**config.mk**
```make
export PLATFORM = sky130hd
export DESIGN_NAME = chps_ctrl
export DESIGN_NICKNAME = d
export VERILOG_FILES = /design/src/design/chps_pkg.sv /design/src/design/chps_ctrl.sv
export SDC_FILE = /design/constraint.sdc
export NUM_CORES = 1
export LEC_CHECK = 0
export BUFFER_PORTS_ARGS = -buffer_cell sky130_fd_sc_hd__buf_2
export CAP_MARGIN = 20
export CORE_AREA = 2 2 39 41
export CTS_BUF_LIST = sky130_fd_sc_hd__clkbuf_2
export DETAILED_ROUTE_END_ITERATION = 10
export DIE_AREA = 0 0 41 43
export GPL_TIMING_DRIVEN = 1
export PLACE_DENSITY = 0.74
export SLEW_MARGIN = 15
export SYNTH_ARGS = -nofsm -noshare
export SYNTH_HDL_FRONTEND = slang
export SYNTH_SLANG_ARGS = --single-unit
export TNS_END_PERCENT = 30
```
**constraint.sdc**
```tcl
create_clock -name clk -period 2.31 [get_ports clk]
set_input_delay 0 -clock clk [delete_from_list [all_inputs] [get_ports clk]]
set_output_delay 0 -clock clk [all_outputs]
set_load 0.005 [all_outputs]
```
**src/design/chps_pkg.sv**
```systemverilog
// ----------------------------------------------------------------------------
// chps_pkg
// Types and codes shared by the channel histogram block and its submodules.
// ----------------------------------------------------------------------------
package chps_pkg;

  localparam int OUT_W  = 22;
  localparam int ADDR_W = 3;
  localparam int DATA_W = 32;

  // action codes
  localparam logic [1:0] ACT_CLEAR = 2'd0;
  localparam logic [1:0] ACT_PIXEL = 2'd1;
  localparam logic [1:0] ACT_READ  = 2'd2;

  // channel select codes
  localparam logic [1:0] CH_BLUE  = 2'd0;
  localparam logic [1:0] CH_GREEN = 2'd1;
  localparam logic [1:0] CH_RED   = 2'd2;

  // register indexes, taken from paddr[2]
  localparam logic REG_CHANNEL_SELECT = 1'b0;
  localparam logic REG_CANVAS_HEIGHT  = 1'b1;

  localparam logic [9:0] CANVAS_HEIGHT_RESET = 10'd125;

  typedef struct packed {
    logic [1:0] action;
    logic [7:0] blue_byte;
    logic [7:0] green_byte;
    logic [7:0] red_byte;
    logic [7:0] bin_index;
  } req_t;

  typedef struct packed {
    logic [OUT_W-1:0] bin_count;
    logic [OUT_W-1:0] bar_height;
    logic [OUT_W-1:0] peak_count;
  } rsp_t;

  typedef struct packed {
    logic [1:0] channel_select;
    logic [9:0] canvas_height;
  } cfg_t;

  typedef struct packed {
    logic latch;
    logic inc;
    logic fetch;
    logic mul;
    logic prep;
    logic div_step;
    logic clr;
    logic load_out;
  } cmd_t;

  typedef struct packed {
    logic [1:0] req_act;
    logic       in_range;
    logic       scale;
    logic       sweep_last;
    logic       div_last;
  } sts_t;

endpackage

```
**src/design/chps_ctrl.sv**
```systemverilog
// ----------------------------------------------------------------------------
// chps_ctrl
// Sequencer: clear sweep, pixel update, bin read with scaling, result hand-off.
// ----------------------------------------------------------------------------
module chps_ctrl (
  input  logic           clk,
  input  logic           rst,
  input  logic           req_valid,
  output logic           req_ready,
  output logic           rsp_valid,
  input  logic           rsp_ready,
  input  chps_pkg::sts_t sts,
  output chps_pkg::cmd_t cmd
);

  typedef enum logic [3:0] {
    S_INIT,
    S_IDLE,
    S_INC,
    S_FETCH,
    S_MUL,
    S_PREP,
    S_DIV,
    S_CLEAR,
    S_DONE
  } state_t;

  state_t state;

  assign req_ready = (state == S_IDLE);

  always_comb begin
    cmd = '0;
    case (state)
      S_INIT:  cmd.clr      = 1'b1;
      S_IDLE:  cmd.latch    = req_valid;
      S_INC:   cmd.inc      = 1'b1;
      S_FETCH: cmd.fetch    = 1'b1;
      S_MUL:   cmd.mul      = 1'b1;
      S_PREP:  cmd.prep     = 1'b1;
      S_DIV:   cmd.div_step = 1'b1;
      S_CLEAR: cmd.clr      = 1'b1;
      S_DONE:  cmd.load_out = !rsp_valid || rsp_ready;
      default: cmd = '0;
    endcase
  end

  always_ff @(posedge clk) begin
    if (rst) begin
      state     <= S_INIT;
      rsp_valid <= 1'b0;
    end else begin
      if (cmd.load_out) begin
        rsp_valid <= 1'b1;
      end else if (rsp_valid && rsp_ready) begin
        rsp_valid <= 1'b0;
      end
      case (state)
        S_INIT: begin
          if (sts.sweep_last) begin
            state <= S_IDLE;
          end
        end
        S_IDLE: begin
          if (req_valid) begin
            case (sts.req_act)
              chps_pkg::ACT_CLEAR: state <= S_CLEAR;
              chps_pkg::ACT_PIXEL: state <= sts.in_range ? S_INC : S_DONE;
              chps_pkg::ACT_READ:  state <= sts.in_range ? S_FETCH : S_DONE;
              default:             state <= S_DONE;
            endcase
          end
        end
        S_INC:   state <= S_DONE;
        S_FETCH: state <= sts.scale ? S_MUL : S_DONE;
        S_MUL:   state <= S_PREP;
        S_PREP:  state <= S_DIV;
        S_DIV: begin
          if (sts.div_last) begin
            state <= S_DONE;
          end
        end
        S_CLEAR: begin
          if (sts.sweep_last) begin
            state <= S_DONE;
          end
        end
        S_DONE: begin
          if (cmd.load_out) begin
            state <= S_IDLE;
          end
        end
        default: state <= S_IDLE;
      endcase
    end
  end

endmodule

```
# Word level (Yosys, flattened, before mapping)
# Index checks and enable logic that the tools add are counted.
# W data, S select, Z words.
[op_classes]
n_lt_le_gt_ge = 0
div = 0
shift = 0
multipliers = 0
muxes = 20
n_reduce_logical = 8
n_bitwise = 0
n_eq_ne = 15
n_addsub = 0
[ops]
columns = ["op", "count"]
rows = [
  ["$pmux W4 S9", 1],
  ["$mux W4", 8],
  ["$eq A4 B3 Y1 const B", 4],
  ["$pmux W4 S3", 1],
  ["$mux W1", 10],
  ["$ne A2 B2 Y1 const B", 5],
  ["$eq A4 B2 Y1 const B", 2],
  ["$reduce_and A5 Y1", 1],
  ["$eq A4 B1 Y1 const B", 1],
  ["$eq A4 B4 Y1 const B", 1],
  ["$logic_not A4 Y1", 1],
  ["$eq A2 B1 Y1 const B", 1],
  ["$eq A2 B2 Y1 const B", 1],
  ["$logic_not A2 Y1", 1],
  ["$reduce_bool A2 Y1", 1],
  ["$reduce_or A2 Y1", 1],
  ["$logic_and A1 B1 Y1", 1],
  ["$logic_not A1 Y1", 1],
  ["$logic_or A1 B1 Y1", 1],
]
[totals]
ramBits = 0
rom_bits = 0
elab_cells = 45
reg_bits = 5
in_bits = 10
n_memories = 0
output_inout_bits = 10
latch_bits = 0

# Longest topological paths before layout
# Gate-level depths: netlist (run 1).
[depth]
depth_word = 5
ltp_mapped = 5
mapped_depth_nobuf = 4

# Least setup slack after synthesis (run 1)
# OpenSTA, ideal clock, no wires.
[synth_path]
path_type = "register to register"
from = "register state[3]"
to = "register state[0]"
path_stages_with_launch = 6
arrival_time_ns = 1.558
slack_ns = 0.631
required_ns = 2.189
n_path_buf = 1
period_less_slack_ns = 1.679
setup_time_ns = 0.121
path_cell_list = "dfxtp_1 -> buf_6 -> or4b_4 -> or2_4 -> o211ai_4 -> mux2_4"
[synth_via]
elab_chain_cells = 4
word_cells_on_any_way = 17
cone_classes = "eq/ne (13); mux (2); reduce/logical (2)"
[synth_rtl]
columns = ["item", "line", "rtl"]
rows = [
  ["start: declaration", "chps_ctrl.sv:28", "state_t state;"],
  ["start signal: assignment", "chps_ctrl.sv:68", "chps_pkg::ACT_PIXEL: state <= sts.in_range ? S_INC : S_DONE;"],
  ["start signal: assignment", "chps_ctrl.sv:69", "chps_pkg::ACT_READ: state <= sts.in_range ? S_FETCH : S_DONE;"],
  ["start signal: assignment", "chps_ctrl.sv:75", "S_FETCH: state <= sts.scale ? S_MUL : S_DONE;"],
  ["$eq A4 B4 Y1", "chps_ctrl.sv:34, chps_ctrl.sv:58", ""],
  ["$mux W1", "chps_ctrl.sv:34", "case (state)"],
  ["$ne A2 B2 Y1 (no line)", "--", ""],
  ["$reduce_and A5 Y1 (no line)", "--", ""],
]
# Parallel ways exist; a longest one is shown, timed or not.
# A chain may end at the register's enable or synchronous reset.

# Final worst setup path (run 1)
# Same ends and word-level chain as after synthesis.

==> impl_metrics.toml, run 1 <==
[setup_path]
cp_cell_sequence = "or4b_4, or2_4, o211ai_4, mux2_4"
critPathKind = "reg2reg"
rr_worst_depth = 4
rrSetupSlack_ps = 460
cp-startpoint = "state[3]"
slowest_delay_ps = 540
endpoint_kind = "register"
cp-start-kind = "register"
path_depth = 4
arrival_ps = 1970
cp_max_fo = 10
r2r-end = "state[0]"
path_buf_inv = 0
cp_slowest_cell = "dfxtp_1"
critPathTopFamily = "simple AND/OR/NAND/NOR gates"
r2r_start = "state[3]"
cp_data_required_time_ps = 2430

[sta]
tightest_slew_ps = 490
fin_skew_ps = 11.3
drv_slew = 0
fmax_mhz = 541
fin_ws_ps = 463
setup_violations = 0
period_minus_slack_ps = 1850
hold_violations = 0
rsz0062_at_grt = "no"
relSlewSlack = 0.673
post-route-period-util = 0.800
setup_tns_ps = 0

[floorplan]
core-area_sq_um = 1380
num_rows = 14
die_h_um = 43
start_util = 0.340
num_io_pins = 20
dieArea_sq_um = 1760
die_x_um = 41

[pwr]
pwr_density_cell_nw_per_um2 = 876
p_comb_frac = 0.512
power_frac_seq = 0.326
vdd_drop_max_uv = 263
p_sw_w = 0.000207
swShare = 0.399
power_frac_clock = 0.162
internal_power_w = 0.000311
p_leak_nw = 0.269

[hold_path]
holdCritStartpoint = "rsp_ready"
whs_endpoint = "rsp_valid"
hold_class = "in2reg"
holdPathStages = 3

[clock_network]
cts_tree = "yes"
clk_latency_ps = 220
clk_pin_slew_ps = 70
root_buffer = "clkbuf_2"
post_cts_resized = 0
htreeDepth = 1
post_cts_buffers = 0
clock_path_buffers = 2
numCtsBuffers = 3
cts_sinks = 5
postCtsHoldBufs = 1

[cells_and_area]
final_common_cell = "buf_2"
instances_no_fill = 94
syn_to_final_growth_pct = 25.8
drive_gt1_frac = 0.359
antenna_cells = 0
layout.nets = 89
final_cell_mix = "buf_2 (19), nor2b_1 (6), nand2b_1 (5), nor2_1 (5), dfxtp_1 (5)"

[yosys]
yosysWarnings = 0
yosysSeqAreaShare = 0.213
synth.ff_latch_count = 5
syn_nets = 68
synthCells = 58
syn_area_per_cell_sq_um = 8.11
synthTopCellsByArea = "dfxtp_1 (21%), nor2b_1 (8.0%), nand2b_1 (6.6%)"
netlist.area_leader.share = 0.213
synthesis.area_sq_um = 470
synth_top_cell_by_area = "dfxtp_1"
synthDistinctLibCells = 31

[drt]
vias_per_cell = 5.15
dr.max_layer_used = "met3"
wl_met3_um = 55
vias = 484
wl_per_cell_um = 10.4
dr_wl_met2_um = 454
wirelength_um = 974
wl_met1_um = 465
drt_iter0_markers = 7
drt_pass1_iterations = 4
ant_nets = 0
drc = 0

[grt]
grt_pass1_wl_mm = 1.50
grt_max_degree = 17
grt_use_total = 0.119
grt_overflow_total = 0
grt_pass1_vias = 366
antenna_found_initial = 0

[placed_design]
io_buffer_count = 19
gp_congestion = 0.828
dp.cells = 89
place_hpwl_um = 732
place_ws_ps = 450

[run]
drv_cap = 0

[run_status]
status = "finished clean"
-- cells in the mapped netlist (all sizes together) --
master and n:
or4b 1, nand3b 1, o31a 1, o311ai 1, buf 2, nor2 5, o21ai 1, a311oi 1
or3 1, dfxtp 5, clkbuf 2, a21oi 3, nand3 1, mux2i 2, a211o 1, nand2 2
nor4b 1, nor4bb 1, or2 1, o21a 1, inv 2, nand2b 5, o32ai 1, and3b 1
mux2 1, o211ai 1, or3b 1, and2 2, nor2b 6, nor3 4
-- layer usage --
metal  vias up  track usage
met5         -            0
met4         0       0.0200
met3         0       0.0471
met2        16        0.163
met1       217        0.176
li1        251            -
-- final cells by class --
class	count	area, sq um
Clock buffer	4	20.0
Fill cell	142	792
Inverter	2	7.51
Multi-Input combinational cell	47	339
Sequential cell	5	100
Tap cell	16	20.0
Timing Repair Buffer	20	105
-- cells by family (layout without fill, tap and decap cells) --
logic type | after synthesis | after routing | share of synthesized area
compound gates | 11 | 11 | 0.197
buf+inv | 6 | 26 | 0.0665
flops | 5 | 5 | 0.213
mux | 3 | 3 | 0.0745
simple gates | 33 | 33 | 0.449
-- worst max path at each step --
stage / to / slack, ps
finish: state[0] / 460
global route: state[0] / 380
CTS: state[0] / 450
detailed placement: state[0] / 450
global placement: state[0] / 480
floorplan: state[0] / 630
-- worst reg2reg max path, delay by kind of cell, from the launching register on --
kind             cells  cell delay, ps
AND/OR/NAND/NOR      2             780
flip-flops           1             540
multiplexers         1             320
AO/OA/AOI/OAI        1             110
-- metrics by stage --
stage	hold slack, ps	cell area [sq um]	util	total power [W]
6_report	85.1	592	0.428	0.000518
5_1_grt	112	592	0.428	0.000568
4_1_cts	76.7	592	0.428	0.000523
3_5_place_dp	237	562	0.406	0.000436
3_3_place_gp	239	562	0.406	0.000434
2_1_floorplan	69.1	470	-	0.000372
-- registers in the layout, summed over array words and instances, names as in the netlist --
register   count
state          4
rsp_valid      1
-- power groups by stage --
stage                     Combinational (W)  Clock (W)  Sequential, W
after global routing               0.000297  0.0000931       0.000177
after floorplan                    0.000248          0       0.000125
after CTS                          0.000269  0.0000859       0.000168
after global placement             0.000265          0       0.000169
after detailed placement           0.000266          0       0.000170
final                              0.000266  0.0000837       0.000169
Power figures use the tool's default switching activity.
==> inputs of run 2 (changes only) <==
--- a/config.mk
+++ b/config.mk
@@ -5,6 +5,7 @@
 export SDC_FILE = /design/constraint.sdc
 export NUM_CORES = 1
 export LEC_CHECK = 0
+export ABC_AREA = 1
 export BUFFER_PORTS_ARGS = -buffer_cell sky130_fd_sc_hd__buf_2
 export CAP_MARGIN = 20
 export CORE_AREA = 2 2 39 41
@@ -12,7 +13,7 @@
 export DETAILED_ROUTE_END_ITERATION = 10
 export DIE_AREA = 0 0 41 43
 export GPL_TIMING_DRIVEN = 1
-export PLACE_DENSITY = 0.74
+export PLACE_DENSITY = 0.72
 export SLEW_MARGIN = 15
 export SYNTH_ARGS = -nofsm -noshare
 export SYNTH_HDL_FRONTEND = slang
==> constraint.sdc (replaced) <==
create_clock -name clk -period 1.7 [get_ports clk]
set_input_delay 0 -clock clk [delete_from_list [all_inputs] [get_ports clk]]
set_output_delay 0 -clock clk [all_outputs]
set_load 0.005 [all_outputs]
==> run 2 against run 1 <==
Effect of this change:
- register-to-register slack lost 60 ps
- hold slack better by 14 ps
- total power increased by 67%
- clock skew shrank 2.6 ps
- critical path type is now reg2out
- critical endpoint is now cmd[0]
- highest routed layer is now met4
==> impl_metrics.toml, run 2 <==
[pwr]
power_frac_clock = 0.133
p_comb_frac = 0.621
p_leak_nw = 0.381
vdd_drop_max_uv = 456
p_sw_w = 0.000439
swShare = 0.509
internal_power_w = 0.000424
power_frac_seq = 0.247
pwr_density_cell_nw_per_um2 = 1480

[sta]
relSlewSlack = 0.775
fin_ws_ps = 303
drv_slew = 0
fin_skew_ps = 8.69
setup_tns_ps = 0
tightest_slew_ps = 334
rsz0062_at_grt = "no"
hold_violations = 0
setup_violations = 0
post-route-period-util = 0.822
fmax_mhz = 716
period_minus_slack_ps = 1400

[yosys]
synth-edff-count = 0
synthDistinctLibCells = 14
yosysSeqAreaShare = 0.229
syn_nets = 95
synthArstFlopShare = 0
synthesis.area_sq_um = 438
ys_top_cells_by_count = "nand2_1 (24), nor2_1 (19), inv_1 (16), nand3_1 (7), dfxtp_1 (5)"
yosysWarnings = 0
synth_top_cell_by_area = "dfxtp_1"
syn_area_per_cell_sq_um = 5.15
yosysMostFrequentCell = "nand2_1"
synthFlopType = "dfxtp_1"
netlist.area_leader.share = 0.229
synth.ff_latch_count = 5
synthTopCellsByArea = "dfxtp_1 (23%), nand2_1 (21%), nor2_1 (16%)"
synthCells = 85

[drt]
drt_pass1_iterations = 4
ant_nets = 0
drt_iter0_markers = 13
wirelength_mm = 1.07
vias_per_cell = 4.46
wl_per_cell_um = 8.54
drc = 0
vias = 558

[setup_path]
cp-start-kind = "register"
arrival_ps = 1400
rrSetupSlack_ps = 400
cp_slowest_cell = "dfxtp_1"
cp_max_fo = 7
endpoint_kind = "primary output"
path_buf_inv = 2
rr_worst_depth = 9
r2r_start = "state[3]"
cp_cell_sequence = "nor2_1, inv_1, nor4_1, buf_2"
cp_data_required_time_ps = 1700
slowest_delay_ps = 370
critPathTopFamily = "simple AND/OR/NAND/NOR gates"
r2r-end = "state[2]"
critPathKind = "reg2out"

[clock_network]
cts_tree = "yes"
clk_latency_ps = 230
root_buffer = "clkbuf_2"
clk_pin_slew_ps = 60
post_cts_buffers = 0
htreeDepth = 1
cts_sinks = 5
numCtsBuffers = 3
clock_path_buffers = 2

[grt]
antenna_found_initial = 0
grt_pass1_wl_mm = 1.81
grt_overflow_total = 0
grt_pass1_vias = 471
grt_max_degree = 8
grt_use_total = 0.151

[cells_and_area]
drive_gt1_frac = 0.266
regMostFlops = "state"
final_cell_mix = "nand2_1 (24), nor2_1 (19), buf_2 (19)"
reg_top3 = "state: 4 flops, rsp_valid: 1 flops"
largest_reg_flops = 4
antenna_cells = 0
final_common_cell = "nand2_1"
layout.nets = 120
syn_to_final_growth_pct = 33.1

[hold_path]
holdPathStages = 4
whs_endpoint = "rsp_valid"
holdCritStartpoint = "rsp_ready"
hold_class = "in2reg"

[placed_design]
place_hpwl_um = 888
io_buffer_count = 19
place_ws_ps = 431
gp_congestion = 0.769

[floorplan]
num_rows = 14
die_x_um = 41
die_h_um = 43
start_util = 0.316
core-area_sq_um = 1380
num_io_pins = 20
dieArea_sq_um = 1760

[run]
drv_cap = 0

[run_status]
status = "finished clean"
## run 2: cell families after synthesis
logic type,count (synthesis),synth area share
simple gates,58,0.566
flops,5,0.229
compound gates,4,0.0514
buf+inv,18,0.154
## run 2: metal layers
metal	part of all wire	routed length, um	GRT usage
met5	0	0	0
met4	0.018	19	0.100
met3	0.060	64	0.0314
met2	0.46	486	0.219
met1	0.47	498	0.190
## run 2: how the worst max path moves through the flow
stage | start | end | cells past startpoint
floorplan | state[3] | state[2] | 9
global placement | state[3] | state[2] | 9
detailed placement | state[3] | state[0] | 9
CTS | state[1] | cmd[0] | 4
global route | state[1] | cmd[0] | 4
finish | state[1] | cmd[0] | 4
## run 2: per-stage QoR
step	total power, W	cell area [sq um]	hold WS, ps	cells	utilization
finish	0.000863	583	99.4	125	0.421
floorplan	0.000590	438	69.1	85	-
detailed placement	0.000745	553	225	120	0.400
global route	0.000970	583	144	125	0.421
CTS	0.000863	583	97.1	125	0.421
global placement	0.000740	553	222	120	0.400
## run 2: power groups by stage
stage	clock network, W	registers (W)	logic, W
after floorplan	0	0.000199	0.000391
after global placement	0	0.000210	0.000530
after detailed placement	0	0.000211	0.000533
after CTS	0.000118	0.000209	0.000537
after global routing	0.000124	0.000217	0.000630
final	0.000115	0.000213	0.000536
## run 2: worst register-to-register path, delay by kind of cell (launching register included)
kind                   cells  cell delay [ps]
buffers and inverters      1              110
DFF                        1              400
and+or+nand+nor            8              670
## run 2: cell type report
type / instances / area (sq um)
Timing Repair Buffer: 20 / 105
Sequential cell: 5 / 100
Clock buffer: 4 / 20.0
Tap cell: 16 / 20.0
Multi-Input combinational cell: 62 / 270
Inverter: 18 / 67.6
Fill cell: 166 / 801
## run 2: what timing repair did
item | 4_1_cts | 5_1_grt
gates resized for setup | 0 | 0
hold endpoints to repair | 3 | 0
hold buffers | 1 | 0
