**config.mk**
```make
export PLATFORM = sky130hd
export DESIGN_NAME = chps_cfg
export DESIGN_NICKNAME = d
export VERILOG_FILES = /design/src/design/chps_pkg.sv /design/src/design/chps_cfg.sv
export SDC_FILE = /design/constraint.sdc
export NUM_CORES = 1
export LEC_CHECK = 0
export ABC_AREA = 1
export BUFFER_PORTS_ARGS = -buffer_cell sky130_fd_sc_hd__buf_2
export CORE_MARGIN = 1.5
export CORE_UTILIZATION = 36
export DETAILED_ROUTE_END_ITERATION = 10
export GPL_TIMING_DRIVEN = 0
export PLACE_DENSITY = 0.84
export SYNTH_ARGS = -nofsm -noshare
export SYNTH_HDL_FRONTEND = slang
export SYNTH_SLANG_ARGS = --single-unit
```
**constraint.sdc**
```tcl
create_clock -name clk -period 1.95 [get_ports clk]
set_clock_uncertainty 0.15 [all_clocks]
set_input_delay 0.39 -clock clk [delete_from_list [all_inputs] [get_ports clk]]
set_output_delay 0.39 -clock clk [all_outputs]
set_load 0.005 [all_outputs]
```
**src/design/chps_pkg.sv**
```systemverilog
// ----------------------------------------------------------------------------
// chps_pkg
// Types and codes shared by the channel histogram block and its submodules.
// ----------------------------------------------------------------------------
package chps_pkg;

  localparam int OUT_W  = 22;
  localparam int ADDR_W = 3;
  localparam int DATA_W = 32;

  // action codes
  localparam logic [1:0] ACT_CLEAR = 2'd0;
  localparam logic [1:0] ACT_PIXEL = 2'd1;
  localparam logic [1:0] ACT_READ  = 2'd2;

  // channel select codes
  localparam logic [1:0] CH_BLUE  = 2'd0;
  localparam logic [1:0] CH_GREEN = 2'd1;
  localparam logic [1:0] CH_RED   = 2'd2;

  // register indexes, taken from paddr[2]
  localparam logic REG_CHANNEL_SELECT = 1'b0;
  localparam logic REG_CANVAS_HEIGHT  = 1'b1;

  localparam logic [9:0] CANVAS_HEIGHT_RESET = 10'd125;

  typedef struct packed {
    logic [1:0] action;
    logic [7:0] blue_byte;
    logic [7:0] green_byte;
    logic [7:0] red_byte;
    logic [7:0] bin_index;
  } req_t;

  typedef struct packed {
    logic [OUT_W-1:0] bin_count;
    logic [OUT_W-1:0] bar_height;
    logic [OUT_W-1:0] peak_count;
  } rsp_t;

  typedef struct packed {
    logic [1:0] channel_select;
    logic [9:0] canvas_height;
  } cfg_t;

  typedef struct packed {
    logic latch;
    logic inc;
    logic fetch;
    logic mul;
    logic prep;
    logic div_step;
    logic clr;
    logic load_out;
  } cmd_t;

  typedef struct packed {
    logic [1:0] req_act;
    logic       in_range;
    logic       scale;
    logic       sweep_last;
    logic       div_last;
  } sts_t;

endpackage

```
**src/design/chps_cfg.sv**
```systemverilog
// ----------------------------------------------------------------------------
// chps_cfg
// APB register file: channel select and canvas height.
// ----------------------------------------------------------------------------
module chps_cfg (
  input  logic                          clk,
  input  logic                          rst,
  input  logic                          psel,
  input  logic                          penable,
  input  logic                          pwrite,
  input  logic [chps_pkg::ADDR_W-1:0]   paddr,
  input  logic [chps_pkg::DATA_W-1:0]   pwdata,
  output logic [chps_pkg::DATA_W-1:0]   prdata,
  output logic                          pready,
  output chps_pkg::cfg_t                cfg
);

  logic wr_en;
  logic reg_idx;

  assign pready  = 1'b1;
  assign reg_idx = paddr[2];
  assign wr_en   = psel & penable & pwrite;

  always_ff @(posedge clk) begin
    if (rst) begin
      cfg.channel_select <= chps_pkg::CH_BLUE;
      cfg.canvas_height  <= chps_pkg::CANVAS_HEIGHT_RESET;
    end else if (wr_en) begin
      if (reg_idx == chps_pkg::REG_CHANNEL_SELECT) begin
        cfg.channel_select <= pwdata[1:0];
      end else begin
        cfg.canvas_height <= pwdata[9:0];
      end
    end
  end

  always_comb begin
    if (reg_idx == chps_pkg::REG_CANVAS_HEIGHT) begin
      prdata = chps_pkg::DATA_W'(cfg.canvas_height);
    end else begin
      prdata = chps_pkg::DATA_W'(cfg.channel_select);
    end
  end

endmodule

```
======== Word level (Yosys, flattened, before mapping) ========
Cells that the tools add are included.
W data, S select, Z words.
storage, ports and cells
  bits in registers ....................... 12
  output and inout bits ................... 45
  logic and storage cells ................. 8
operators by class
  multiplexer cells ....................... 1
  bitwise gates (word level) .............. 3
  reductions and logical operators ........ 2
operators with widths
  cell               count
  $mux W10           1
  $reduce_and A2 Y1  2
  $and A1 B1 Y1      2
  $not A1 Y1         1

======== Depth between registers and ports, before layout ========
Gate-level depths: netlist (run 1).
  word-level depth ........................ 3
  mapped depth ............................ 5
  mapped depth without buffers ............ 5

======== Least setup slack after synthesis (run 1) ========
OpenSTA, ideal clock, no wires.
  path type ............................... in2out
  start point ............................. input paddr[2] (netlist bit)
  end point ............................... output prdata[1] (netlist bit)
  arrival time ............................ 0.835 ns
  data required time ...................... 1.410 ns
  slack ................................... 0.575 ns
  stages .................................. 4
  path buffers ............................ 2
  cells stage by stage .................... buf_4 > buf_2 > nand2_1 > nand2_1
between the ends
  longest elaborated chain between the ends .. 1
ends and longest elaborated chain
  item             RTL line        source
  start, declared  chps_cfg.sv:11  input logic [chps_pkg::ADDR_W-1:0] paddr,
  $mux W10         chps_cfg.sv:39  if (reg_idx == chps_pkg::REG_CANVAS_HEIGHT) begin
  end, declared    chps_cfg.sv:13  output logic [chps_pkg::DATA_W-1:0] prdata,
Every way passes these cells.

======== Worst setup path in the final report (run 1) ========
Same ends and word-level chain as after synthesis.

==> out/metrics.csv, run 1 <==
metric,value,unit
status,"complete, no violations",
Leakage,0.730,nW
Tmin final,1530,ps
sequential share of the synthesized area,0.308,
H-tree levels,1,
setup TNS,0,ps
Port Buffers,36,
max reg flops,12,
final setup fails,0,
DRC viols,0,
Yosys reg bits,12,
cts hold-fix bufs,0,
mean post-synth cell area,6.62,um2
TritonCTS clock tree,built,
vias in the first global route,615,
DP Wirelength,1.21,mm
drt pass-1 iters,4,
WP data arrival,990,ps
Initial Util,0.390,
vias per std cell,3.71,
share of cells above drive strength 1,0.402,
power density cells,526,nW/um2
Max Fanout on Critical Path,10,
post_cts resized,0,
Max VDD drop,0.277,mV
fin crit share,0.785,
RSZ-0062 raised after global routing,no,
Root Driver,clkbuf_4,
die width,49.6,um
final wirelength,1.45,mm
Hold WC Path Type,primary input to register,
Synth top area share,0.308,
setup bufs post-CTS,0,
Post-synth EDFFs,0,
DRT iter0 DRCs,5,
Syn. warnings,0,
number of top-level pins,85,
Unique masters post-synth,14,
first-pass GRT wire length,2.48,mm
Synth area leaders,"dfxtp_1 31%, buf_4 23%, nand2_1 16%",
post-synth design cell area,781,um2
Critical Path End Type,output port,
post-DR wirelength/cell,7.05,um
Worst EP required,1410,ps
clock sinks,12,
maximum clock path buffer count,2,
Num CTS Buffers,3,
antenna cells,0,
total congestion overflow,0,
FP Rows,16,
Final nets,220,
Slew Limit Fails,0,
final hold vios,0,
crit start category,primary input,
biggest regs,cfg (12),
WS Path Type,primary input to output port,
Area Growth Syn to Fin,42.1,%
Yosys top cell by area,dfxtp_1,
largest net degree at the start of global routing,11,
final core utilization,0.554,
Total GRT Usage,0.129,
most frequent cells after synthesis,"33 x nand2_1, 24 x buf_4, 14 x inv_1, 13 x nor2_1",
antenna violations before repair,0,
Largest Register,cfg,
"Reg clk slew, reported paths",80,ps
Vias,765,
most frequent cell after synthesis,nand2_1,
core box area,2000,um2
Peak Freq,0.654,GHz
Post-synth ARST share,0,
"Clk Latency, worst-skew pair",260,ps
max cap viols,0,
Die Height,49.6,um
Gate Count Post-Synth,118,
post-route ant nets,0,
Synth Flop Type,dfxtp_1,
Placer Congestion,0.686,
# fillers,225,
die area,2460,um2
==> final timing paths <==
| kind | depth (start not counted) | slack, ps | to | from |
|---|---|---|---|---|
| setup / recovery | 5 | 420 | prdata[1] | paddr[2] |
| hold reg to reg | 2 | 330 | cfg[3] | cfg[3] |
| hold / removal | 3 | 180 | cfg[3] | pwdata[3] |
| setup reg to reg | 2 | 1220 | cfg[10] | cfg[10] |
==> worst max-delay path, stage by stage <==
cell and delay [ps]:
buf_4 140, buf_2 230, nand2_1 70, nand2_1 60, buf_2 100
==> where the power goes <==
| part | internal, W | switching (W) |
|---|---|---|
| Sequential | 0.000254 | 0.00000589 |
| Combinational | 0.0000685 | 0.0000614 |
| Clock | 0.000113 | 0.0000806 |
==> metrics by stage <==
step / std cells / hold slack, ps / area (um2) / power [W] / setup slack (ps)
2_1_floorplan: 139 / 324 / 860 / 0.000355 / 575
3_3_place_gp: 202 / 312 / 1070 / 0.000395 / 397
3_5_place_dp: 202 / 313 / 1070 / 0.000395 / 403
4_1_cts: 206 / 172 / 1110 / 0.000592 / 399
5_1_grt: 206 / 174 / 1110 / 0.000623 / 332
6_report: 206 / 178 / 1110 / 0.000583 / 420
==> routing by layer <==
| layer | GRT usage | share of wire | wire length, um | vias to the layer above |
|---|---|---|---|---|
| met1 | 0.158 | 0.45 | 659 | 303 |
| li1 | - | - | - | 423 |
| met5 | 0 | 0 | 0 | - |
| met3 | 0.0303 | 0.11 | 157 | 0 |
| met4 | 0.0417 | 0 | 0 | 0 |
| met2 | 0.220 | 0.44 | 635 | 39 |
==> logic make-up (layout without fill, tap and decap cells) <==
| family | Yosys count | after routing | share of synthesized area |
|---|---|---|---|
| buffers and inverters | 42 | 82 | 0.324 |
| flip-flops | 12 | 12 | 0.308 |
| other | 2 | 23 | 0.00962 |
| AND/OR/NAND/NOR | 62 | 62 | 0.359 |
==> final cells by class <==
class                           instances  area [um2]  share of cell area
Timing Repair Buffer                   36         180               0.162
Buffer                                 26         190               0.171
Clock buffer                            4        36.3              0.0327
Tap cell                               27        33.8              0.0304
Sequential cell                        12         240               0.216
Inverter                               16        62.6              0.0564
Multi-Input combinational cell         85         367               0.330
==> placed cells by master, fill, tap and decap left out <==
cell      count
nand3_2       1
conb_1       23
nor2_4        1
dfxtp_1      12
buf_4        24
inv_2         1
clkbuf_8      1
nand3_1      12
nand2_2       1
nor2_1       13
clkbuf_4      3
nor2_8        1
nand2_1      33
inv_1        14
inv_4         1
buf_2        38
No activity file was read; power rests on OpenSTA's default activity.
==> run 2: changes to the inputs <==
- CORE_UTILIZATION: 36 -> 30
- PLACE_DENSITY: 0.84 -> 0.74
- clock period: 1.95 -> 1.3 ns (I/O delays scaled with it)
==> run 2 against run 1 <==
  * Wire length up 12%
  * Largest cell class is now multi-input combinational cells
  * Sequential share of layout area up 0.63 points
  * Hold slack worse by 130 ps
  * Clock-buffer cell count unchanged
  * Critical endpoint unchanged
  * Cell count up 0.97%
  * First-iteration DRC count up 120%
  * Highest routed layer unchanged
  * Critical path depth down 2
  * Sequential cell count unchanged
  * Critical path type is now register to output port
  * Sequential power up 50%
==> out/metrics.csv, run 2 (same netlist as run 1, synthesis figures left out) <==
metric,value,unit,change
Peak Freq,0.809,GHz,
WL met2,890,um,+40%
largest net degree at the start of global routing,18,,+7
Finished Cell Area,1120,um2,+1.2%
Vias,756,,-1.2%
Final nets,219,,-0.45%
total congestion overflow,0,,unchanged
final hold vios,0,,unchanged
maximum clock path buffer count,2,,unchanged
power consumption,0.000883,W,+51%
status,"complete, no violations",,
Max Fanout on Critical Path,3,,-7
clock sinks,12,,unchanged
drt pass-1 iters,4,,unchanged
number of top-level pins,85,,unchanged
r2r startpoint,cfg[11],,
family with the most delay on the worst path,flip-flops,,
# fillers,283,,+26%
"most common cell after layout, fill and taps aside",buf_2,,
vias in the first global route,603,,-2.0%
crit start category,register,,
Worst Setup EP,prdata[1],,
first-pass GRT wire length,2.46,mm,-0.85%
FP Rows,18,,+2
Max VDD drop,0.406,mV,+46%
Critical Path Source,cfg[11],,
Critical Path End Type,output port,,
CP peak stage delay,360,ps,+130 ps
TritonCTS clock tree,built,,
"Reg clk slew, reported paths",80,ps,about the same
placed inst area,1080,um2,+0.35%
Die Height,54.0,um,+9.0%
wl on met1,600,um,-9.0%
Num CTS Buffers,3,,unchanged
Worst EP required,890,ps,-520 ps
post-DR wirelength/cell,7.80,um,+11%
Port Buffers,36,,unchanged
DRT iter0 DRCs,11,,+6
Initial Util,0.315,,-0.0748
Leakage,0.728,nW,-0.35%
Total GRT Usage,0.118,,-0.0102
R2R Setup Slk,560,ps,-660 ps
share of cells above drive strength 1,0.455,,+0.0528
vias per std cell,3.63,,-2.1%
Area Growth Syn to Fin,43.9,%,
H-tree levels,1,,unchanged
DP Wirelength,1.32,mm,+9.4%
die area,2920,um2,+19%
power density cells,786,nW/um2,+50%
WS Path Type,register to output port,,
Slew Limit Fails,0,,unchanged
r2r worst-path depth,2,,unchanged
cts hold-fix bufs,0,,unchanged
post-route ant nets,0,,unchanged
CP max-delay cell,dfxtp_2,,
die width,54.0,um,+9.0%
WP depth,3,,-2
uppermost routed layer,met3,,
DRC viols,0,,unchanged
max reg flops,12,,unchanged
final wirelength,1.62,mm,+12%
final setup fails,0,,unchanged
worst-path cell chain,"nand2_2, nand2_1, buf_2",,
Met3 Routed Length,130,um,-17%
biggest regs,cfg (12),,
Largest Register,cfg,,
most frequent cells in the layout,"37 x buf_2, 31 x nand2_1, 24 x buf_4",,
RR Endpoint,cfg[11],,
Root Driver,clkbuf_4,,
Hold WC Path Type,primary input to register,,
core box area,2480,um2,+24%
max cap viols,0,,unchanged
RSZ-0062 raised after global routing,yes,,
antenna cells,0,,unchanged
Placer Congestion,0.674,,-1.9%
"Clk Latency, worst-skew pair",270,ps,about the same
Tmin final,1240,ps,
fin crit share,0.951,,
min-delay src,pwdata[6],,
WP data arrival,830,ps,-160 ps
CP Buf/Inv Count,1,,-2
antenna violations before repair,0,,unchanged
-- run 2: cell count changes in the layout (fill, tap and decap cells not counted), sizes merged --
cell and change:
buf -1
-- run 2: tightest hold or removal path, delay by kind of cell --
| kind | cells | cell delay [ps] |
|---|---|---|
| and+or+nand+nor | 2 | 100 |
| buffers and inverters | 1 | 70 |
-- run 2: routing by layer --
layer | GRT usage | vias to the layer above
met3 | 0.0222 | 0
met4 | 0.0625 | 0
met1 | 0.122 | 301
met2 | 0.224 | 30
met5 | 0 | -
li1 | - | 425
-- run 2: how the worst min path moves through the flow --
stage                   to  slack [ps]  cells past startpoint
floorplan           cfg[0]         240                      2
global placement    cfg[4]         310                      2
detailed placement  cfg[4]         320                      2
CTS                 cfg[3]          40                      3
global route        cfg[6]          40                      3
finish              cfg[6]          50                      3
-- run 2: timing repair --
item | CTS | global route
endpoints found under the setup margin | 1 | 6
gates resized for setup | 0 | 10
pin swaps | 0 | 0
buffers inserted | 0 | 0
-- run 2: through the flow --
stage	setup TNS [ps]	cells	util	hold WS (ps)	setup slack, ps
floorplan	0	139	-	236	185
global placement	-3.90	205	0.435	311	-3.90
detailed placement	-3.24	205	0.435	320	-3.24
CTS	0	208	0.447	41.8	8.22
global route	-1.30	208	0.454	42.8	-1.30
finish	0	208	0.454	47.9	63.8
-- run 2: power by group --
group,leakage [nW],total (W),switching [W],internal [W]
registers,0.0978,0.000391,0.00000937,0.000382
logic,0.609,0.000197,0.0000946,0.000102
clock network,0.0210,0.000295,0.000125,0.000170
total,0.728,0.000883,0.000229,0.000654
-- run 2: cell type report --
class	count	area (um2)	area share
buffer	25	185	0.165
clock buffer	4	36.3	0.0323
inverter	16	62.6	0.0557
multi-input combinational	85	372	0.331
sequential	12	250	0.223
tap	30	37.5	0.0334
timing repair buffer	36	180	0.160
==> run 3: changes to the inputs <==
- HOLD_SLACK_MARGIN: unset -> 0.12
==> run 3 against run 2 <==
  * Combinational power is 11% higher
  * Clock-buffer cell count stayed put
  * Cell count is 3.8% higher
  * Design area is 7.2% higher
  * Non-clock buffer count is 8 higher
  * Sequential cell count stayed put
  * Highest routed layer unchanged
==> out/metrics.csv, run 3 (same netlist as run 1, synthesis figures left out) <==
metric,value,unit,change
antenna cells,0,,unchanged
Port Buffers,36,,unchanged
FP Rows,18,,unchanged
biggest regs,cfg (12),,
maximum clock path buffer count,2,,unchanged
Die Height,54.0,um,unchanged
vias per std cell,3.66,,+0.63%
WS Path Type,register to output port,,
Total GRT Usage,0.122,,+0.00402
DP Wirelength,1.32,mm,unchanged
# placed instances,205,,unchanged
DRC viols,0,,unchanged
max reg flops,12,,unchanged
power density cells,750,nW/um2,-4.6%
most frequent cells in the layout,"36 x buf_2, 32 x nand2_1, 25 x buf_4",,
Peak Freq,0.797,GHz,-1.4%
first-pass GRT wire length,2.55,mm,+3.7%
final std cells w/o fill,216,,+3.8%
final hold vios,0,,unchanged
"Clk Latency, worst-skew pair",260,ps,about the same
Placer Congestion,0.674,,unchanged
crit start category,register,,
DRT iter0 DRCs,17,,+6
Tmin final,1250,ps,+17.9 ps
worst setup margin,45.8,ps,-17.9 ps
Worst EP required,890,ps,about the same
H-tree levels,1,,unchanged
CP Buf/Inv Count,2,,+1
final wirelength,1.74,mm,+7.2%
P_int,0.000671,W,+2.6%
Hold WC Path Type,primary input to register,,
die width,54.0,um,unchanged
final setup fails,0,,unchanged
number of top-level pins,85,,unchanged
post-route ant nets,0,,unchanged
max cap viols,0,,unchanged
Leakage,0.763,nW,+4.8%
Critical Path End Type,output port,,
vias in the first global route,633,,+5.0%
status,"complete, no violations",,
drt pass-1 iters,4,,unchanged
Area Growth Syn to Fin,54.3,%,
Root Driver,clkbuf_4,,
post-DR wirelength/cell,8.05,um,+3.2%
worst-path cell chain,"buf_4, buf_2",,
Vias,790,,+4.5%
Flop pwr share,0.433,,-0.010
pre-CTS WS,-3.24,ps,unchanged
Max VDD drop,0.405,mV,-0.19%
Largest Register,cfg,,
Psw,0.000233,W,+1.6%
antenna violations before repair,0,,unchanged
clock sinks,12,,unchanged
CP max-delay cell,dfxtp_2,,
"most common cell after layout, fill and taps aside",buf_2,,
TritonCTS clock tree,built,,
clock share of power,0.326,,-0.008
total congestion overflow,0,,unchanged
family with the most delay on the worst path,flip-flops,,
die area,2920,um2,unchanged
"Reg clk slew, reported paths",80,ps,about the same
share of cells above drive strength 1,0.441,,-0.0142
largest net degree at the start of global routing,18,,unchanged
Slew Limit Fails,0,,unchanged
min-delay src,pwdata[7],,
Max Fanout on Critical Path,3,,unchanged
power consumption,0.000904,W,+2.3%
Initial Util,0.315,,unchanged
Num CTS Buffers,3,,unchanged
combinational power share,0.241,,+0.018
CP peak stage delay,330,ps,-30 ps
setup TNS,0,ps,unchanged
Critical Path Source,cfg[10],,
Final nets,227,,+3.7%
fin crit share,0.965,,+0.0138
core box area,2480,um2,unchanged
r2r startpoint,cfg[11],,
WP data arrival,840,ps,about the same
Sw Ratio,0.257,,-0.00182
[run 3: area by class of cell]
type | count | area, um2
Fill cell | 278 | 1270
Multi-Input combinational cell | 85 | 369
Timing Repair Buffer | 44 | 258
Sequential cell | 12 | 250
Buffer | 25 | 191
Inverter | 16 | 62.6
Tap cell | 30 | 37.5
Clock buffer | 4 | 36.3
[run 3: metrics by stage]
stage | hold slack [ps] | utilization | cell area [um2]
3_5_place_dp | 320 | 0.435 | 1080
6_report | 155 | 0.486 | 1200
2_1_floorplan | 236 | - | 860
4_1_cts | 149 | 0.476 | 1180
3_3_place_gp | 311 | 0.435 | 1080
5_1_grt | 184 | 0.486 | 1200
[run 3: tightest hold or removal path: cells and delay by family]
kind | cells | cell delay [ps]
AND/OR/NAND/NOR | 3 | 170
buffers and inverters | 2 | 100
[run 3: power by group through the flow]
stage / combinational (W) / clock, W / sequential [W]
floorplan: 0.000134 / 0 / 0.000399
global placement: 0.000195 / 0 / 0.000398
detailed placement: 0.000196 / 0 / 0.000398
CTS: 0.000211 / 0.000307 / 0.000390
global route: 0.000250 / 0.000321 / 0.000394
finish: 0.000218 / 0.000295 / 0.000391
[run 3: final timing paths]
| check | to | slack [ps] | cells after the start |
|---|---|---|---|
| setup / recovery | cfg[10] | 50 | 2 |
| hold / removal | cfg[7] | 160 | 5 |
| setup reg to reg | cfg[11] | 560 | 2 |
| hold reg to reg | cfg[6] | 310 | 2 |
[run 3: what timing repair did]
item	CTS	global route
resized for setup	0	13
setup endpoints to repair	1	16
gates cloned	0	0
hold endpoints to repair	8	0
setup buffers	0	1
hold buffers	7	0
[run 3: metal layers]
layer,track usage,share of wire,up-vias
li1,-,-,439
met2,0.238,0.56,34
met4,0.0625,0,0
met3,0.0167,0.080,0
met1,0.125,0.36,317
met5,0,0,-
