**src/design/chps_pkg.sv**
```systemverilog
// ----------------------------------------------------------------------------
// chps_pkg
// Types and codes shared by the channel histogram block and its submodules.
// ----------------------------------------------------------------------------
package chps_pkg;

  localparam int OUT_W  = 22;
  localparam int ADDR_W = 3;
  localparam int DATA_W = 32;

  // action codes
  localparam logic [1:0] ACT_CLEAR = 2'd0;
  localparam logic [1:0] ACT_PIXEL = 2'd1;
  localparam logic [1:0] ACT_READ  = 2'd2;

  // channel select codes
  localparam logic [1:0] CH_BLUE  = 2'd0;
  localparam logic [1:0] CH_GREEN = 2'd1;
  localparam logic [1:0] CH_RED   = 2'd2;

  // register indexes, taken from paddr[2]
  localparam logic REG_CHANNEL_SELECT = 1'b0;
  localparam logic REG_CANVAS_HEIGHT  = 1'b1;

  localparam logic [9:0] CANVAS_HEIGHT_RESET = 10'd125;

  typedef struct packed {
    logic [1:0] action;
    logic [7:0] blue_byte;
    logic [7:0] green_byte;
    logic [7:0] red_byte;
    logic [7:0] bin_index;
  } req_t;

  typedef struct packed {
    logic [OUT_W-1:0] bin_count;
    logic [OUT_W-1:0] bar_height;
    logic [OUT_W-1:0] peak_count;
  } rsp_t;

  typedef struct packed {
    logic [1:0] channel_select;
    logic [9:0] canvas_height;
  } cfg_t;

  typedef struct packed {
    logic latch;
    logic inc;
    logic fetch;
    logic mul;
    logic prep;
    logic div_step;
    logic clr;
    logic load_out;
  } cmd_t;

  typedef struct packed {
    logic [1:0] req_act;
    logic       in_range;
    logic       scale;
    logic       sweep_last;
    logic       div_last;
  } sts_t;

endpackage

```
**src/design/chps_datapath.sv**
```systemverilog
// ----------------------------------------------------------------------------
// chps_datapath
// Bin addressing, saturating increment, peak tracking, bar scaling by a
// multiply and a restoring divider, and the result register.
// ----------------------------------------------------------------------------
module chps_datapath #(
  parameter int NUM_BINS   = 256,
  parameter int COUNT_BITS = 22
) (
  input  logic                        clk,
  input  logic                        rst,
  input  chps_pkg::req_t              req,
  input  chps_pkg::cfg_t              cfg,
  input  chps_pkg::cmd_t              cmd,
  output chps_pkg::sts_t              sts,
  output logic                        ram_we,
  output logic [$clog2(NUM_BINS)-1:0] ram_waddr,
  output logic [COUNT_BITS-1:0]       ram_wdata,
  output logic [$clog2(NUM_BINS)-1:0] ram_raddr,
  input  logic [COUNT_BITS-1:0]       ram_rdata,
  output chps_pkg::rsp_t              rsp
);

  localparam int BIN_W  = $clog2(NUM_BINS);
  localparam int PROD_W = COUNT_BITS + 10;
  localparam int NUM_W  = COUNT_BITS + 11;
  localparam int DCNT_W = $clog2(NUM_W);
  localparam logic [COUNT_BITS-1:0] COUNT_MAX = {COUNT_BITS{1'b1}};

  logic [7:0]            sample;
  logic [7:0]            req_index;
  logic [BIN_W-1:0]      addr;
  logic [BIN_W-1:0]      sweep;
  logic [DCNT_W-1:0]     div_cnt;
  logic [COUNT_BITS-1:0] peak;
  logic [COUNT_BITS-1:0] count;
  logic [COUNT_BITS-1:0] bar;
  logic [COUNT_BITS-1:0] inc_value;
  logic [PROD_W-1:0]     prod;
  logic [NUM_W-1:0]      num;
  logic [NUM_W-1:0]      num_next;
  logic [COUNT_BITS-1:0] rem;
  logic [COUNT_BITS-1:0] rem_next;
  logic [COUNT_BITS:0]   rem_sh;
  logic                  ge;

  // channel 3 falls back to blue
  always_comb begin
    case (cfg.channel_select)
      chps_pkg::CH_GREEN: sample = req.green_byte;
      chps_pkg::CH_RED:   sample = req.red_byte;
      default:            sample = req.blue_byte;
    endcase
  end

  assign req_index = (req.action == chps_pkg::ACT_READ) ? req.bin_index : sample;
  assign ram_raddr = BIN_W'(req_index);

  assign inc_value = (ram_rdata != COUNT_MAX) ? ram_rdata + COUNT_BITS'(1) : ram_rdata;
  assign ram_we    = cmd.inc | cmd.clr;
  assign ram_waddr = cmd.clr ? sweep : addr;
  assign ram_wdata = cmd.clr ? '0 : inc_value;

  // one quotient bit per step; numerator shifts out, quotient shifts in
  assign rem_sh   = {rem, num[NUM_W-1]};
  assign ge       = (rem_sh >= {1'b0, peak});
  assign rem_next = ge ? COUNT_BITS'(rem_sh - {1'b0, peak}) : COUNT_BITS'(rem_sh);
  assign num_next = {num[NUM_W-2:0], ge};

  assign sts.req_act    = req.action;
  assign sts.in_range   = (32'(req_index) < 32'(NUM_BINS));
  assign sts.scale      = (32'(peak) > 32'(cfg.canvas_height));
  assign sts.sweep_last = (sweep == BIN_W'(NUM_BINS - 1));
  assign sts.div_last   = (div_cnt == DCNT_W'(NUM_W - 1));

  always_ff @(posedge clk) begin
    if (rst) begin
      peak    <= '0;
      sweep   <= '0;
      div_cnt <= '0;
    end else begin
      if (cmd.latch) begin
        sweep <= '0;
      end
      if (cmd.clr) begin
        sweep <= sweep + BIN_W'(1);
        peak  <= '0;
      end
      if (cmd.inc && (inc_value > peak)) begin
        peak <= inc_value;
      end
      if (cmd.prep) begin
        div_cnt <= '0;
      end
      if (cmd.div_step) begin
        div_cnt <= div_cnt + DCNT_W'(1);
      end
    end
  end

  always_ff @(posedge clk) begin
    if (cmd.latch) begin
      addr  <= BIN_W'(req_index);
      count <= '0;
      bar   <= '0;
    end
    if (cmd.fetch) begin
      count <= ram_rdata;
      bar   <= ram_rdata;
    end
    if (cmd.mul) begin
      prod <= PROD_W'(count) * PROD_W'(cfg.canvas_height);
    end
    if (cmd.prep) begin
      // bias for a rounded-up quotient
      num <= NUM_W'(prod) + NUM_W'(peak) - NUM_W'(1);
      rem <= '0;
    end
    if (cmd.div_step) begin
      rem <= rem_next;
      num <= num_next;
      if (sts.div_last) begin
        bar <= COUNT_BITS'(num_next);
      end
    end
    if (cmd.load_out) begin
      rsp.bin_count  <= chps_pkg::OUT_W'(count);
      rsp.bar_height <= chps_pkg::OUT_W'(bar);
      rsp.peak_count <= chps_pkg::OUT_W'(peak);
    end
  end

endmodule

```
**config.mk**
```make
export PLATFORM = sky130hd
export DESIGN_NAME = chps_datapath
export DESIGN_NICKNAME = d
export VERILOG_FILES = /design/src/design/chps_pkg.sv /design/src/design/chps_datapath.sv
export SDC_FILE = /design/constraint.sdc
export NUM_CORES = 1
export LEC_CHECK = 0
export BUFFER_PORTS_ARGS = -buffer_cell sky130_fd_sc_hd__buf_2
export CAP_MARGIN = 30
export CORE_ASPECT_RATIO = 1.75
export CORE_UTILIZATION = 46
export DETAILED_ROUTE_END_ITERATION = 8
export PLACE_DENSITY_LB_ADDON = 0.3
export REMOVE_ABC_BUFFERS = 1
export SYNTH_ARGS = -nofsm -noshare
export SYNTH_HDL_FRONTEND = slang
export SYNTH_SLANG_ARGS = --single-unit
```
**constraint.sdc**
```tcl
create_clock -name clk -period 8.5 [get_ports clk]
set_clock_uncertainty 0.2 [all_clocks]
set_input_delay 1.275 -clock clk [delete_from_list [all_inputs] [get_ports clk]]
set_output_delay 1.275 -clock clk [all_outputs]
set_load 0.005 [all_outputs]
```
* Word-level counts from Yosys, hierarchy flattened
Index checks and enable logic that the tools add are counted.
** Storage, ports and cells
- Bits in latches :: 0
- Memories kept :: 0
- Bits of input ports :: 78
- Register bits :: 241
- Bits in read-only memories :: 0
- Memory bits (writable) :: 0
** Operators by class
- $add $sub $neg :: 6
- Bitwise gates (word level) :: 1
- Divide/modulo/power cells :: 0
- Multipliers :: 1
- Reduce and logical (&&, ||, !) cells :: 5
- Order comparisons :: 3
- Equal/unequal tests :: 6
- Shift-type cells :: 0
- Mux-type cells :: 22
** Operators by type and width (count)
- 22-bit two-way mux :: 13
- 33-bit two-way mux :: 2
- 32-bit by 22-bit adder with 33-bit output :: 1
- 33-bit by 1-bit subtractor with 33-bit output (second input constant) :: 1
- 22-bit by 10-bit multiplier with 32-bit output :: 1
- 8-bit two-way mux :: 4
- 23-bit by 22-bit greater-or-equal comparator with 1-bit output :: 1
- 22-bit by 1-bit adder with 22-bit output (second input constant) :: 1
- 22-bit by 10-bit > comparator with 1-bit output :: 1
- 22-bit > comparator :: 1
- 22-bit != test (second input constant) :: 1
- 22-bit subtractor :: 1
- 8-bit case mux with 2 select lines :: 1
- 6-bit two-way mux :: 2
- 8-bit by 1-bit adder with 8-bit output (second input constant) :: 1
- 8-bit equality test (second input constant) :: 1
- 2-bit nonzero test :: 4
- 6-bit by 1-bit adder with 6-bit output (second input constant) :: 1
- 6-bit equality test (second input constant) :: 1
- 2-bit equality test (second input constant) :: 2
- 2-bit by 1-bit equality test with 1-bit output (second input constant) :: 1
- 1-bit logical AND :: 1
- 1-bit bitwise OR :: 1

* Depth between registers and ports, before layout
Gate-level depths: netlist of the first run.
- Depth after elaboration :: 5
- Mapped depth :: 22
- Depth with buffers taken out :: 20

* Worst setup path after synthesis of the first run
OpenSTA, ideal clock, no wires.
- Kind :: in2reg
- Start point :: input port cfg[9] (netlist bit)
- End point :: register prod[30] (data pin)
- Path slack :: 1718 ps
- Arrival :: 6327 ps
- Cell stages on the path :: 19
- Setup time :: 255 ps
- Cells stage by stage :: clkbuf_1 > nand2_1 > fa_1 > fa_1 > inv_1 > fa_1 > fa_1 > inv_1 > fa_1 > inv_1 > ha_1 > a21oi_1 > o21bai_1 > a221oi_4 > o21ai_2 > a41oi_2 > o21ai_2 > or4_1 > and3_1
** Between the ends
- Longest elaborated chain between the ends :: 1
** Ends and longest elaborated chain
- start: declaration :: RTL line chps_datapath.sv:13 : input chps_pkg::cfg_t cfg,
- 22-bit by 10-bit multiplier with 32-bit output :: RTL line chps_datapath.sv:112 : prod <= PROD_W'(count) * PROD_W'(cfg.canvas_height);
- end signal: assignment :: RTL line chps_datapath.sv:112
- end: declaration :: RTL line chps_datapath.sv:39 : logic [PROD_W-1:0] prod;
No other way between the ends.
A chain may end at the register's enable or synchronous reset.

* Final worst setup path of the first run
- Start point :: input port cfg[8] (netlist bit)
- End point :: register prod[29] (data pin)
The elaborated chain is that of the path after synthesis.

==> impl_metrics.json, run 1 <==
{
  "cap_violations": 0,
  "drv_slew": 0,
  "clk_latency_ns": 0.55,
  "fp.dieH_um": 283,
  "routed-wl-met2_um": 30200,
  "pwr-share-comb": 0.639,
  "p_seq_frac": 0.224,
  "sw_frac_of_total": 0.456,
  "status": "finished clean",
  "crit_top_cell": "fa_1",
  "start_kind": "input port",
  "synth_seq_area_share": 0.320,
  "required_ns": 8.62,
  "rows": 102,
  "synth_cell_types": 72,
  "crit_chain": "buf_2, and2_1, fa_1, fa_1, fa_1, fa_1, inv_1, fa_1, inv_1, ha_1, and3_4, and2_1, a221oi_1, nand3_1, a221oi_1, o21bai_1, a21oi_1, xnor2_1",
  "worstMarginPinSlew_ns": 1.02,
  "intPower_mw": 4.63,
  "grt_overflow": 0,
  "top_layer_used": "met4",
  "slowest_delay_ns": 0.56,
  "end_kind": "flip-flop",
  "ctsLongestPathBuffers": 3,
  "grt_pass1_wl_um": 91000,
  "ys_async_sr_fraction": 0,
  "ys_warn_count": 0,
  "setup-tns-final_ns": 0,
  "antenna_found_initial": 0,
  "maxSlewHeadroom": 0.314,
  "routedWlPerCell_um": 19.8,
  "core_area_um2": 44400,
  "io_buffers": 187,
  "dieWidth_um": 163,
  "drt_iter0_markers": 961,
  "min_path_type": "flip-flop to flip-flop",
  "clkTransAtPathRegs_ns": 0.08,
  "min_period_ns": 6.89,
  "power.clock.fraction": 0.137,
  "dp_hpwl_um": 44600,
  "p_per_area_nw_per_um2": 371,
  "drive_gt1_frac": 0.116,
  "nNetsFinal": 2710,
  "dieArea_um2": 46100,
  "syn_area_um2": 20800,
  "cp.arrival_ns": 7.00,
  "cts_tree": "done",
  "wl_met1_um": 21500,
  "ys_ff_latch": 241,
  "power.leakage_nw": 10.6,
  "start_util": 0.468,
  "drc": 0,
  "postCtsSetupRepairBufs": 0,
  "syn_to_final_growth_pct": 10.4,
  "final-hold-violation-count": 0,
  "clkSinkCount": 241,
  "place.gp.congestion": 0.931,
  "grtUsageTotal": 0.254,
  "setup_viol": 0,
  "yosys_most_used_dff": "edfxtp_1",
  "vias_per_cell": 5.62,
  "path_max_fanout": 23,
  "holdWs_ns": 0.228,
  "io_pins": 189,
  "postRouteAntennaNets": 0,
  "syn_area_per_cell_um2": 9.57,
  "p_switching_mw": 3.88,
  "synth_edf_count": 183,
  "cts_resized": 0,
  "fmax_mhz": 145,
  "drtPass1Iterations": 5,
  "via_count": 16214,
  "h-tree-depth": 1,
  "cp_slowest_cell": "fa_1",
  "rsz0062_at_grt": "false",
  "routed_wl_um": 57100,
  "hold_buffers": 0,
  "fin_crit_sh": 0.810,
  "first_global_vias": 16970,
  "syn_inst": 2172,
  "cts-buffers-inserted": 25,
  "cts-root-buf": "clkbuf_16",
  "dr_wl_met3_um": 2680,
  "grt_start_max_net_pins": 71,
  "nFillCells": 4106,
  "vdd_ir_drop_max_mv": 0.161,
  "crit_type": "input port to flip-flop"
}
power by group through the flow:
stage                     Clock, mW  Sequential [mW]  Combinational, mW
final                          1.16             1.91               5.44
after global routing           1.22             1.94               6.15
after CTS                      1.18             1.91               5.44
after detailed placement          0             1.93               5.36
after global placement            0             1.92               5.31
after floorplan                   0             1.85               4.12
routing by layer:
metal  vias up  global-route usage
li1       7634                   -
met1      7938               0.286
met2       504               0.469
met3       138              0.0288
met4         0               0.117
met5         -                   0
synthesized netlist by cell type, types with 10 or more instances:
master	count	area, um2
nand4_1	17	106
mux2i_1	20	200
nor3_1	20	100
a21o_1	45	338
a31oi_1	10	62.6
nor2_1	114	428
a21oi_1	142	711
nand2_1	200	751
and3_1	25	156
nand3b_1	27	203
a22oi_1	10	75.1
nor2b_1	34	213
mux2_2	13	146
nand3_1	47	235
a211oi_1	13	97.6
o21bai_1	13	97.6
ha_1	180	2250
o41ai_1	24	210
xor2_1	29	254
o211ai_1	13	97.6
and2_1	140	876
xnor2_1	59	517
edfxtp_1	183	5500
o21ai_0	81	405
inv_1	287	1080
clkbuf_1	92	345
dfxtp_1	58	1160
nand2b_1	11	68.8
fa_1	160	3200
cell usage in the layout (no fill, tap or decap), types with 24 or more instances in the layout:
cell	n
nand3_1	47
fa_1	160
inv_1	286
nor2b_1	34
buf_2	186
nand3b_1	27
a21oi_1	142
and3_1	25
clkbuf_16	25
ha_1	180
and2_1	140
dfxtp_1	58
o41ai_1	24
nor2_1	112
o21ai_0	81
edfxtp_1	183
xor2_1	29
nand2_1	200
a21o_1	45
xnor2_1	59
cells by family (layout without fill, tap and decap cells):
| kind of cell | after synthesis | after routing | share of synthesized area |
|---|---|---|---|
| AOI/OAI and AO/OA | 410 | 410 | 0.127 |
| xor gates and xnor gates | 88 | 88 | 0.0371 |
| adders and majority gates | 340 | 340 | 0.263 |
| muxes | 33 | 33 | 0.0167 |
| other | 1 | 2 | 0.000180 |
| and+or+nand+nor | 668 | 668 | 0.164 |
| DFF | 241 | 241 | 0.320 |
| buffers and inverters | 391 | 530 | 0.0723 |
flip-flops by register name, summed over array words and instances, names as in the netlist:
register,cells
rsp,66
num,33
addr,8
div_cnt,6
count,22
peak,22
sweep,8
prod,32
bar,22
rem,22
final cells by class:
| cell class | count | area, um2 | share of cell area |
|---|---|---|---|
| clock buffers | 27 | 633 | 0.0276 |
| diodes | 1 | 2.50 | 0.000109 |
| inverters | 288 | 1080 | 0.0471 |
| clock inverters | 19 | 203 | 0.00884 |
| multi-input cells | 1540 | 12600 | 0.550 |
| well taps | 572 | 716 | 0.0312 |
| flip-flops and latches | 241 | 6660 | 0.290 |
| repair buffers | 196 | 1030 | 0.0447 |
worst max-delay path, delay by kind of cell:
family                     cells  cell delay (ns)
adders and majority gates      6             3.02
AOI/OAI and AO/OA              4             1.19
and+or+nand+nor                4             0.92
buffers and inverters          3             0.48
xor gates and xnor gates       1             0.09
stage by stage:
step                instance area, um2   util  std cells  setup WS, ns  power [mW]
finish                           22900  0.517       2884          1.61        8.51
floorplan                        20400      -       2069          1.99        5.98
detailed placement               22100  0.497       2836          1.08        7.28
CTS                              22900  0.516       2882          1.61        8.53
global placement                 22100  0.497       2836          1.13        7.23
global route                     22900  0.516       2883          1.36        9.31
worst paths after layout:
| path | start | endpoint | slack [ns] | cells after the start |
|---|---|---|---|---|
| worst min-delay path | bar[14] | rsp[36] | 0.23 | 0 |
| worst max register to register | count[11] | prod[29] | 1.94 | 19 |
| worst max-delay path | cfg[8] | prod[29] | 1.61 | 18 |
| worst min register to register | bar[14] | rsp[36] | 0.23 | 0 |
No activity file was read; power rests on OpenSTA's default activity.
==> inputs of run 2 (changes only) <==
- ABC_AREA: not set -> 1
- clock period: 8.5 -> 5.5 ns (I/O delays scaled with it)
==> run 2 against run 1 <==
Worst hold slack better by 0.011 ns. Non-clock buffer count is 151 higher. Routed wire length is 29% higher. Flip-flop and latch count stayed put. Largest cell class unchanged. Largest power group unchanged.
==> impl_metrics.json, run 2 <==
{
  "regMostFlops": "rsp",
  "crit_start": "count[3]",
  "intPower_mw": 8.09,
  "io_pins": 189,
  "reg_top3": "rsp (66), num (33), prod (32)",
  "nFillCells": 4591,
  "ys_top_cells_by_count": "nand2_1 (891), inv_1 (633), nor2_1 (213)",
  "nNetsFinal": 3702,
  "synth_edf_count": 183,
  "holdPathEnd": "rsp[24]",
  "clkTransAtPathRegs_ns": 0.07,
  "fp.dieH_um": 294,
  "grt_overflow": 0,
  "place.gp.congestion": 0.962,
  "fmax_mhz": 187,
  "n_antenna_cell": 0,
  "dp_hpwl_um": 60200,
  "yosys_most_used_dff": "edfxtp_1",
  "cts-buffers-inserted": 26,
  "final_cell_count_no_fill": 3952,
  "min_path_type": "flip-flop to flip-flop",
  "syn_inst": 2999,
  "drt_iter0_markers": 1418,
  "final-hold-violation-count": 0,
  "clk_latency_ns": 0.58,
  "ctsLongestPathBuffers": 3,
  "seqCellArea_um2": 6660,
  "pwr-share-comb": 0.699,
  "dieWidth_um": 169,
  "power.leakage_nw": 14.2,
  "ys_ff_latch": 241,
  "start_util": 0.467,
  "vias_per_cell": 5.22,
  "setup-tns-final_ns": 0,
  "drive_gt1_frac": 0.133,
  "dieArea_um2": 49600,
  "worstReg2RegEnd": "prod[30]",
  "syn_area_um2": 22400,
  "dp.cells": 3886,
  "crit_chain": "buf_6, nand2_1, fa_1, fa_1, inv_1, fa_1, fa_1, inv_1, fa_1, inv_1, ha_1, a21o_1, nor2_1, nand2_1, a21o_1, nand2_1, nand2_1, nand2_1, nand2_1",
  "layout_setup_ws_ns": 0.149,
  "core_area_um2": 47900,
  "cp.arrival_ns": 5.46,
  "p_switching_mw": 7.62,
  "grt_start_max_net_pins": 67,
  "drtPass1Iterations": 6,
  "p_seq_frac": 0.185,
  "vdd_ir_drop_max_mv": 0.379,
  "final_common_cell": "nand2_1",
  "hold_buffers": 0,
  "largest_reg_flops": 66,
  "worst_r2r_startpoint": "count[3]",
  "min_period_ns": 5.35,
  "cp_slowest_cell": "fa_1",
  "path_max_fanout": 8,
  "cts_tree": "done",
  "syn_to_final_growth_pct": 16.3,
  "antenna_found_initial": 0,
  "layout_common_cells": "nand2_1 (882), inv_1 (632), nor2_1 (208), edfxtp_1 (183), buf_2 (183)",
  "power.clock.fraction": 0.117,
  "required_ns": 5.61,
  "crit_family": "adder cells",
  "cts-root-buf": "clkbuf_16",
  "drv_slew": 0,
  "hp-start": "bar[2]",
  "io_buffers": 187,
  "drc": 0,
  "clkSinkCount": 241,
  "crit_top_cell": "nand2_1",
  "rsz0062_at_grt": "true",
  "worstMarginPinSlew_ns": 0.993,
  "synth_cell_types": 41,
  "r2r_slack_ns": 0.15,
  "synthTopCellsByArea": "edfxtp_1 (25%), nand2_1 (15%), fa_1 (14%)",
  "synth.top_cell.area_share": 0.246,
  "end_kind": "flip-flop",
  "fin_crit_sh": 0.973,
  "holdPathStages": 0,
  "final_area_um2": 26000,
  "routed_wl_um": 73500,
  "via_count": 20628,
  "sw_frac_of_total": 0.485,
  "p_per_area_nw_per_um2": 604,
  "slowest_delay_ns": 0.55,
  "synth.most_common_cell": "nand2_1",
  "syn_area_per_cell_um2": 7.46,
  "dpl_cell_area_um2": 24900,
  "postRouteAntennaNets": 0,
  "h-tree-depth": 1,
  "grtUsageTotal": 0.302,
  "ys_warn_count": 0,
  "rows": 106,
  "synth_seq_area_share": 0.298,
  "grt_pass1_wl_um": 114000,
  "dp_slack_ns": -0.534,
  "start_kind": "flip-flop",
  "synth_top_area_cell": "edfxtp_1",
  "crit_type": "flip-flop to flip-flop",
  "cap_violations": 0,
  "holdWs_ns": 0.239,
  "status": "finished clean",
  "multiInputGateArea_um2": 13100,
  "ys_async_sr_fraction": 0,
  "routedWlPerCell_um": 18.6,
  "maxSlewHeadroom": 0.337,
  "r2r_cells": 19,
  "setup_viol": 0,
  "first_global_vias": 21554,
  "critPathBufInv": 4
}
## run 2: changes by cell type in the layout (fill, tap and decap cells not counted), moves of 40 or more
cell     previous run  this run
nand2_1           200       882
inv_1             286       632
buf_4               9       154
and2_1            140         3
nand3_1            47       171
nor2_1            112       208
xnor2_1            59        14
a21o_1             45         5
## run 2: layer usage
metal,share of wire,vias to the layer above,GRT usage
met4,0.072,0,0.190
met1,0.35,9797,0.312
li1,-,9863,-
met3,0.043,230,0.0218
met2,0.53,738,0.582
met5,0,-,0
## run 2: how the worst max path moves through the flow
stage,depth (start not counted),slack [ns],to
6_report,19,0.15,prod[30]
5_1_grt,22,-0.03,prod[30]
4_1_cts,19,0.004,prod[24]
3_5_place_dp,19,-0.53,prod[24]
3_3_place_gp,21,-0.48,prod[24]
2_1_floorplan,19,0.24,prod[30]
## run 2: layout make-up
cell class	count	share of cell area
well taps	648	0.0312
clock inverters	14	0.00591
repair buffers	347	0.0849
clock buffers	34	0.0277
multi-input cells	2033	0.503
inverters	635	0.0916
flip-flops and latches	241	0.256
## run 2: what timing repair did
action	CTS	global route
hold endpoints to repair	0	0
setup buffers	6	12
pin swaps	0	7
setup endpoints to repair	5	19
gates resized for setup	0	45
## run 2: cell families after synthesis
logic type               after synthesis  synth area share
adder cells (fa/ha/maj)              340             0.244
XOR/XNOR                              51            0.0200
AND/OR/NAND/NOR                     1357             0.247
AO/OA/AOI/OAI                        284            0.0683
other                                  1          0.000168
buffers and inverters                725             0.123
flip-flops                           241             0.298
## run 2: power groups by stage
stage | Clock, mW | Sequential, mW | Combinational [mW]
after global placement | 0 | 2.94 | 10.3
after floorplan | 0 | 2.84 | 6.46
after detailed placement | 0 | 2.95 | 10.5
after global routing | 1.93 | 2.93 | 12.3
after CTS | 1.87 | 2.91 | 10.5
final | 1.84 | 2.90 | 11.0
## run 2: metrics by stage
step | power [mW] | util
after detailed placement | 13.4 | 0.519
after floorplan | 9.30 | -
after CTS | 15.3 | 0.539
after global placement | 13.2 | 0.519
final | 15.7 | 0.543
after global routing | 17.1 | 0.543
